===== src/rtl/ftprp_pkg.sv =====
// Package for the FTP reply parser: parse phases, result kinds, character
// constants and the state and result structs shared by the step logic and top.
// No dependencies.
package ftprp_pkg;

	localparam int unsigned CodeLen  = 3;
	localparam logic [2:0]  CountMax = 3'd7;

	localparam logic [7:0] ChSpace   = 8'h20;
	localparam logic [7:0] ChDash    = 8'h2d;
	localparam logic [7:0] ChNewline = 8'h0a;
	localparam logic [7:0] ChZero    = 8'h30;
	localparam logic [7:0] ChNine    = 8'h39;

	typedef enum logic [1:0] {
		PH_CODE   = 2'd0,
		PH_MIDDLE = 2'd1,
		PH_LAST   = 2'd2
	} phase_t;

	typedef enum logic [1:0] {
		KIND_INFO     = 2'd0,
		KIND_COMPLETE = 2'd1,
		KIND_FMT_ERR  = 2'd2
	} kind_t;

	typedef struct packed {
		phase_t        phase;
		logic [2:0]    count;
		logic [2:0][3:0] digits;
	} parse_state_t;

	typedef struct packed {
		logic       valid;
		kind_t      kind;
		logic [7:0] info_byte;
		logic [9:0] reply_code;
	} result_t;

endpackage


===== src/rtl/ftprp_core_top_placeholder.sv =====
// Top level of the FTP reply parser: input register, parser state and result register.
// Depends on ftprp_pkg and ftprp_step.
//
// Usage: received bytes of an FTP control connection enter on the input channel
// (in_valid, in_stall, rx_byte), one transfer per byte. Each byte yields at most
// one result on the output channel (out_valid, out_stall, kind, info_byte,
// reply_code): a text byte when keep_info is set, a completed reply code at the
// newline of the last line, or a format error when a delimiter follows other than
// three digits.
// An input transfer reaches its result through the input register, then the result
// register, where the parser state is updated. Throughput is one byte per cycle
// while in_stall is low; a byte may enter while a result still waits.
// When the receiver stalls, the result register holds and the input register
// fills; in_stall then rises until the result is taken.
// keep_info is written through cfg_wr_en/cfg_wr_data; the user must write it only
// while the parser is idle; the block does not enforce it. Reset clears the parser
// to the code phase, keep_info to 0 and both registers to empty.
module ftp_reply_parser_core (
	input  logic       clk,
	input  logic       arst_n,
	input  logic       cfg_wr_en,
	input  logic       cfg_wr_data,
	input  logic       in_valid,
	output logic       in_stall,
	input  logic [7:0] rx_byte,
	output logic       out_valid,
	input  logic       out_stall,
	output logic [1:0] kind,
	output logic [7:0] info_byte,
	output logic [9:0] reply_code
);

	logic                    keep_info_q;
	logic                    valid_s1;
	logic [7:0]              byte_s1;
	ftprp_pkg::parse_state_t state_q;
	ftprp_pkg::parse_state_t state_nxt;
	ftprp_pkg::result_t      res_nxt;
	ftprp_pkg::result_t      res_q;
	logic                    adv;
	logic                    load_s1;

	// The input stage moves on whenever the result register is empty or unloading.
	assign adv      = !res_q.valid || !out_stall;
	assign in_stall = valid_s1 && !adv;
	assign load_s1  = in_valid && !in_stall;

	ftprp_step u_step (
		.cur       (state_q),
		.rx_byte   (byte_s1),
		.keep_info (keep_info_q),
		.nxt       (state_nxt),
		.res       (res_nxt)
	);

	always_ff @(posedge clk or negedge arst_n) begin
		if (!arst_n) begin
			keep_info_q <= 1'b0;
		end else if (cfg_wr_en) begin
			keep_info_q <= cfg_wr_data;
		end
	end

	always_ff @(posedge clk or negedge arst_n) begin
		if (!arst_n) begin
			valid_s1 <= 1'b0;
		end else if (load_s1 || adv) begin
			valid_s1 <= load_s1;
		end
	end

	always_ff @(posedge clk) begin
		if (load_s1) begin
			byte_s1 <= rx_byte;
		end
	end

	always_ff @(posedge clk or negedge arst_n) begin
		if (!arst_n) begin
			state_q <= '{phase: ftprp_pkg::PH_CODE, count: 3'd0, digits: '0};
		end else if (valid_s1 && adv) begin
			state_q <= state_nxt;
		end
	end

	always_ff @(posedge clk or negedge arst_n) begin
		if (!arst_n) begin
			res_q <= '0;
		end else if (adv) begin
			if (valid_s1) begin
				res_q <= res_nxt;
			end else begin
				res_q.valid <= 1'b0;
			end
		end
	end

	assign out_valid  = res_q.valid;
	assign kind       = res_q.kind;
	assign info_byte  = res_q.info_byte;
	assign reply_code = res_q.reply_code;

endmodule


===== src/rtl/ftprp_step.sv =====
// Next-state and result logic of the FTP reply parser for one received byte.
// Depends on ftprp_pkg.
module ftprp_step (
	input  ftprp_pkg::parse_state_t cur,
	input  logic [7:0]              rx_byte,
	input  logic                    keep_info,
	output ftprp_pkg::parse_state_t nxt,
	output ftprp_pkg::result_t      res
);

	logic [3:0]  next_digit;
	logic [10:0] code_sum;
	logic        full_match;
	logic        is_digit;

	assign next_digit = cur.digits[cur.count[1:0]];
	assign full_match = (cur.count == 3'(ftprp_pkg::CodeLen));
	assign is_digit   = (rx_byte >= ftprp_pkg::ChZero) && (rx_byte <= ftprp_pkg::ChNine);

	// d0*100 + d1*10 + d2 with shifts: 100 = 64+32+4, 10 = 8+2.
	assign code_sum = ({7'd0, cur.digits[0]} << 6) + ({7'd0, cur.digits[0]} << 5)
			+ ({7'd0, cur.digits[0]} << 2) + ({7'd0, cur.digits[1]} << 3)
			+ ({7'd0, cur.digits[1]} << 1) + {7'd0, cur.digits[2]};

	always_comb begin
		nxt = cur;
		res = '0;
		res.kind = ftprp_pkg::KIND_INFO;
		case (cur.phase)
			ftprp_pkg::PH_MIDDLE: begin
				if (full_match && rx_byte == ftprp_pkg::ChSpace) begin
					nxt.phase = ftprp_pkg::PH_LAST;
				end else if (!full_match && cur.count < 3'(ftprp_pkg::CodeLen)
						&& rx_byte == (ftprp_pkg::ChZero + {4'd0, next_digit})) begin
					nxt.count = cur.count + 3'd1;
				end else begin
					// Broken match: the byte is reply text.
					nxt.count = '0;
					res.valid = keep_info;
					res.info_byte = rx_byte;
				end
			end
			ftprp_pkg::PH_LAST: begin
				if (rx_byte == ftprp_pkg::ChNewline) begin
					nxt = '0;
					nxt.phase = ftprp_pkg::PH_CODE;
					res.valid = 1'b1;
					res.kind = ftprp_pkg::KIND_COMPLETE;
					res.reply_code = code_sum[9:0];
				end else begin
					res.valid = keep_info;
					res.info_byte = rx_byte;
				end
			end
			default: begin
				// Code phase; the unused phase value behaves the same way.
				nxt.phase = ftprp_pkg::PH_CODE;
				if (rx_byte == ftprp_pkg::ChSpace || rx_byte == ftprp_pkg::ChDash) begin
					if (!full_match) begin
						nxt = '0;
						nxt.phase = ftprp_pkg::PH_CODE;
						res.valid = 1'b1;
						res.kind = ftprp_pkg::KIND_FMT_ERR;
					end else if (rx_byte == ftprp_pkg::ChSpace) begin
						nxt.phase = ftprp_pkg::PH_LAST;
					end else begin
						nxt.phase = ftprp_pkg::PH_MIDDLE;
						nxt.count = '0;
					end
				end else if (is_digit) begin
					if (cur.count < 3'(ftprp_pkg::CodeLen)) begin
						nxt.digits[cur.count[1:0]] = 4'(rx_byte - ftprp_pkg::ChZero);
					end
					if (cur.count < ftprp_pkg::CountMax) begin
						nxt.count = cur.count + 3'd1;
					end
				end else begin
					nxt.count = '0;
				end
			end
		endcase
	end

endmodule


===== config.mk =====
export PLATFORM = sky130hd
export DESIGN_NAME = ftp_reply_parser_core
export DESIGN_NICKNAME = d
export VERILOG_FILES = /design/src/rtl/ftprp_pkg.sv /design/src/rtl/ftprp_core_top_placeholder.sv /design/src/rtl/ftprp_step.sv
export SDC_FILE = /design/constraint.sdc
export NUM_CORES = 1
export LEC_CHECK = 0
export BUFFER_PORTS_ARGS = -buffer_cell sky130_fd_sc_hd__clkbuf_2
export CORE_UTILIZATION = 35
export CTS_BUF_LIST = sky130_fd_sc_hd__clkbuf_4
export CTS_CLUSTER_DIAMETER = 200
export DETAILED_ROUTE_END_ITERATION = 8
export PLACE_DENSITY = 0.57
export SLEW_MARGIN = 10
export SYNTH_ARGS = -nofsm -noshare
export SYNTH_HDL_FRONTEND = slang
export SYNTH_SLANG_ARGS = --single-unit

===== constraint.sdc =====
create_clock -name clk -period 3.9 [get_ports clk]
set_clock_uncertainty 0.15 [all_clocks]
set_input_delay 0.585 -clock clk [delete_from_list [all_inputs] [get_ports clk]]
set_output_delay 0.585 -clock clk [all_outputs]
set_load 0.01 [all_outputs]

==> run_results.csv <==
group,metric,value,unit
power_and_ir_drop,switchingPower,347,uW
global_route,grt_pass1_wl,10.7,mm
synth,synth_most_common_cell,"dfrtp_1",
synth,synth_area_leaders,"dfrtp_1 34%, ha_1 9.3%, edfxtp_1 8.2%, fa_1 4.8%, nand2_1 4.1%",
place,pre_cts_slack,0.762,ns
routing,vias,2276,
setup_path,cp.required,4.03,ns
synth,synth_edf_count,8,
setup_path,worstPathMaxFanout,4,
synth,yosysTopAreaCell,"dfrtp_1",
cts,root_buffer,"clkbuf_4",
job,drv_cap,0,
final_layout,area_delta_synth_final,13.7,%
cts,cts.clk_slew.worst_paths,0.16,ns
power_and_ir_drop,power-per-cell-area,357,mW/mm^2
synth,postSynthNetCount,332,
power_and_ir_drop,combPwrFrac,21.3,%
setup_path,start_kind,"flip-flop",
cts,cts_buffers,5,
routing,dr.pass1.iters,4,
setup_path,cp_top_family,"adder cells",
cts,clock_path_buffers,2,
cts,cts.sinks,48,
sta,setup_slack,0.792,ns
power_and_ir_drop,p_int,849,uW
synth,ys_async_sr_fraction,83.3,%
outcome,run_status,"complete, no violations",
sta,maxSlewHeadroom,33.4,%
min_path,hp-class,"input pin to flip-flop",
routing,routed_via_density,5.29,
global_route,gr-total-overflow,0,
place,port-buffer-count,35,
place,gp_congestion,0.828,
global_route,grt_max_degree,27,
power_and_ir_drop,pwr-share-clk,31.8,%
synth,yosysWarningCount,0,
cts,h-tree-depth,2,
sta,fin_setup_tns,0,ns
final_layout,fill_cells,815,
routing,ant_nets,0,
power_and_ir_drop,ir_worst_vdd,0.151,mV
synth,synth_common_cells,"40 x dfrtp_1, 32 x nand2_1, 31 x inv_1",
setup_path,slowest_delay,0.57,ns
sta,rsz0062_at_grt,"no",
routing,drt-total-wl,6.32,mm
global_route,grt_pass1_vias,2245,
global_route,antenna_found_initial,0,
floorplanning,ios,36,
setup_path,end_kind,"flip-flop",
floorplanning,initial_core_util,36.0,%
sta,fmax,322,MHz
final_layout,nNetsFinal,367,
sta,min_period,3.11,ns
sta,hold_violations,0,
cts,cts_setup_buffers,0,
routing,drtIter0Drc,78,
synth,syn_area_per_cell,10.2,um^2
cts,tritoncts,"done",
floorplanning,chipWidth,93.7,um
sta,final-setup-viol-count,0,
final_layout,drive_gt1_share,19.4,%
final_layout,antenna_cells,0,
cts,clock_latency,0.38,ns
place,dp_cells,421,
setup_path,critical_path_class,"flip-flop to flip-flop",
floorplanning,die_area,0.00878,mm^2
synth,synth_seq_area_share,42.2,%
sta,drv_slew,0,
power_and_ir_drop,swShare,29.0,%
synth,synth.distinct_cells,52,
place,dp_hpwl,4.77,mm
sta,worstMarginPinSlew,0.986,ns
power_and_ir_drop,p_leak,0.00157,uW
final_layout,layout.cells.non_filler,430,
routing,routedWlPerCell,14.7,um
floorplanning,fp.dieH,93.7,um
synth,syn_area,0.00294,mm^2
synth,synth-seq-cells,48,
setup_path,cp_cell_sequence,"inv_1 -> fa_1 -> fa_1 -> inv_1 -> ha_1 -> inv_1 -> fa_1 -> nor2b_1 -> o21ai_0 -> nand2b_1 -> a31oi_1 -> xnor2_1 -> o21ai_0",
sta,whs,0.210,ns
global_route,grt_usage,15.6,%
setup_path,arrival,3.24,ns
routing,drc,0,
setup_path,critPathBufInv,3,
floorplanning,core,0.00818,mm^2
floorplanning,rows,33,
power_and_ir_drop,p_seq_share,46.8,%
setup_path,cpMaxStageDelayCell,"fa_1",
synth,synth_top_area_share,34.0,%
synth,synth_cells,289,
sta,timing.final.crit_share,79.7,%
synth,synth_ff_type,"dfrtp_1",
-- power by group through the flow --
| stage | registers [uW] | logic, uW | clock network, uW |
|---|---|---|---|
| after global placement | 568 | 258 | 0 |
| after global routing | 564 | 297 | 402 |
| after floorplan | 553 | 203 | 0 |
| after CTS | 560 | 261 | 389 |
| after detailed placement | 569 | 258 | 0 |
| final | 560 | 255 | 381 |
-- logic make-up after synthesis --
group | after synthesis | share of synthesized area (%)
AND/OR/NAND/NOR | 90 | 17.9
multiplexers | 7 | 2.51
buffers and inverters | 42 | 5.40
AO/OA/AOI/OAI | 64 | 15.3
flip-flops | 48 | 42.2
adder cells (fa/ha/maj) | 29 | 14.1
XOR/XNOR | 9 | 2.68
-- layout make-up --
cell class	instances	area [um^2]	share of cell area [%]
Multi-Input combinational cell	199	1540	46.1
Sequential cell	48	1240	37.1
Timing Repair Buffer	39	208	6.21
Clock inverter	3	68.8	2.06
Tap cell	105	131	3.93
Clock buffer	5	37.5	1.12
Inverter	31	116	3.48
-- layer usage --
layer	share of wire [%]	global-route usage, %	vias up
met5	0	0	-
met4	2.0	5.51	0
met1	46	19.3	1099
met3	3.8	3.48	13
met2	49	26.6	65
li1	-	-	1099
-- path summary, 6_finish.rpt --
path	end	start	slack [ns]	cells after the start
max reg2reg	reply_code[9]	state_q[1]	0.79	13
max in group asynchronous	state_q[0]	arst_n	2.39	3
max	reply_code[9]	state_q[1]	0.79	13
min	byte_s1[5]	rx_byte[5]	0.21	1
min in group asynchronous	info_byte[4]	arst_n	0.49	2
min reg2reg	reply_code[9]	reply_code[9]	0.35	2
-- placed cells by master, fill, tap and decap left out, types with 4 or more instances in the layout --
| cell type | n |
|---|---|
| clkbuf_2 | 35 |
| xnor2_1 | 8 |
| ha_1 | 22 |
| a21oi_1 | 5 |
| o21ai_0 | 22 |
| edfxtp_1 | 8 |
| nor3_1 | 4 |
| nand2b_1 | 4 |
| nor2_1 | 5 |
| a32oi_1 | 8 |
| dfrtp_1 | 40 |
| inv_1 | 31 |
| nand2_1 | 32 |
| fa_1 | 7 |
| nand3_1 | 13 |
| a22o_1 | 12 |
| nor2b_1 | 4 |
| mux2i_1 | 4 |
| clkbuf_4 | 5 |
-- sequential cells by signal, indices dropped and copies added (netlist names) --
| signal | flops |
|---|---|
| state_q | 17 |
| reply_code | 10 |
| byte_s1 | 8 |
| info_byte | 8 |
| kind | 2 |
| keep_info_q | 1 |
| out_valid | 1 |
| valid_s1 | 1 |
-- stage by stage --
step                      cell area [um^2]  power (uW)  utilization (%)
after CTS                             3350        1210             40.9
after global placement                3230         825             39.5
after global routing                  3350        1260             40.9
after detailed placement              3230         827             39.5
final                                 3350        1200             40.9
after floorplan                       2940         756                -
-- what timing repair did --
action | CTS | global route
gates resized for setup | 0 | 0
hold buffers | 1 | 0
endpoints found under the hold margin | 7 | 0
(Power assumes the default switching activity.)
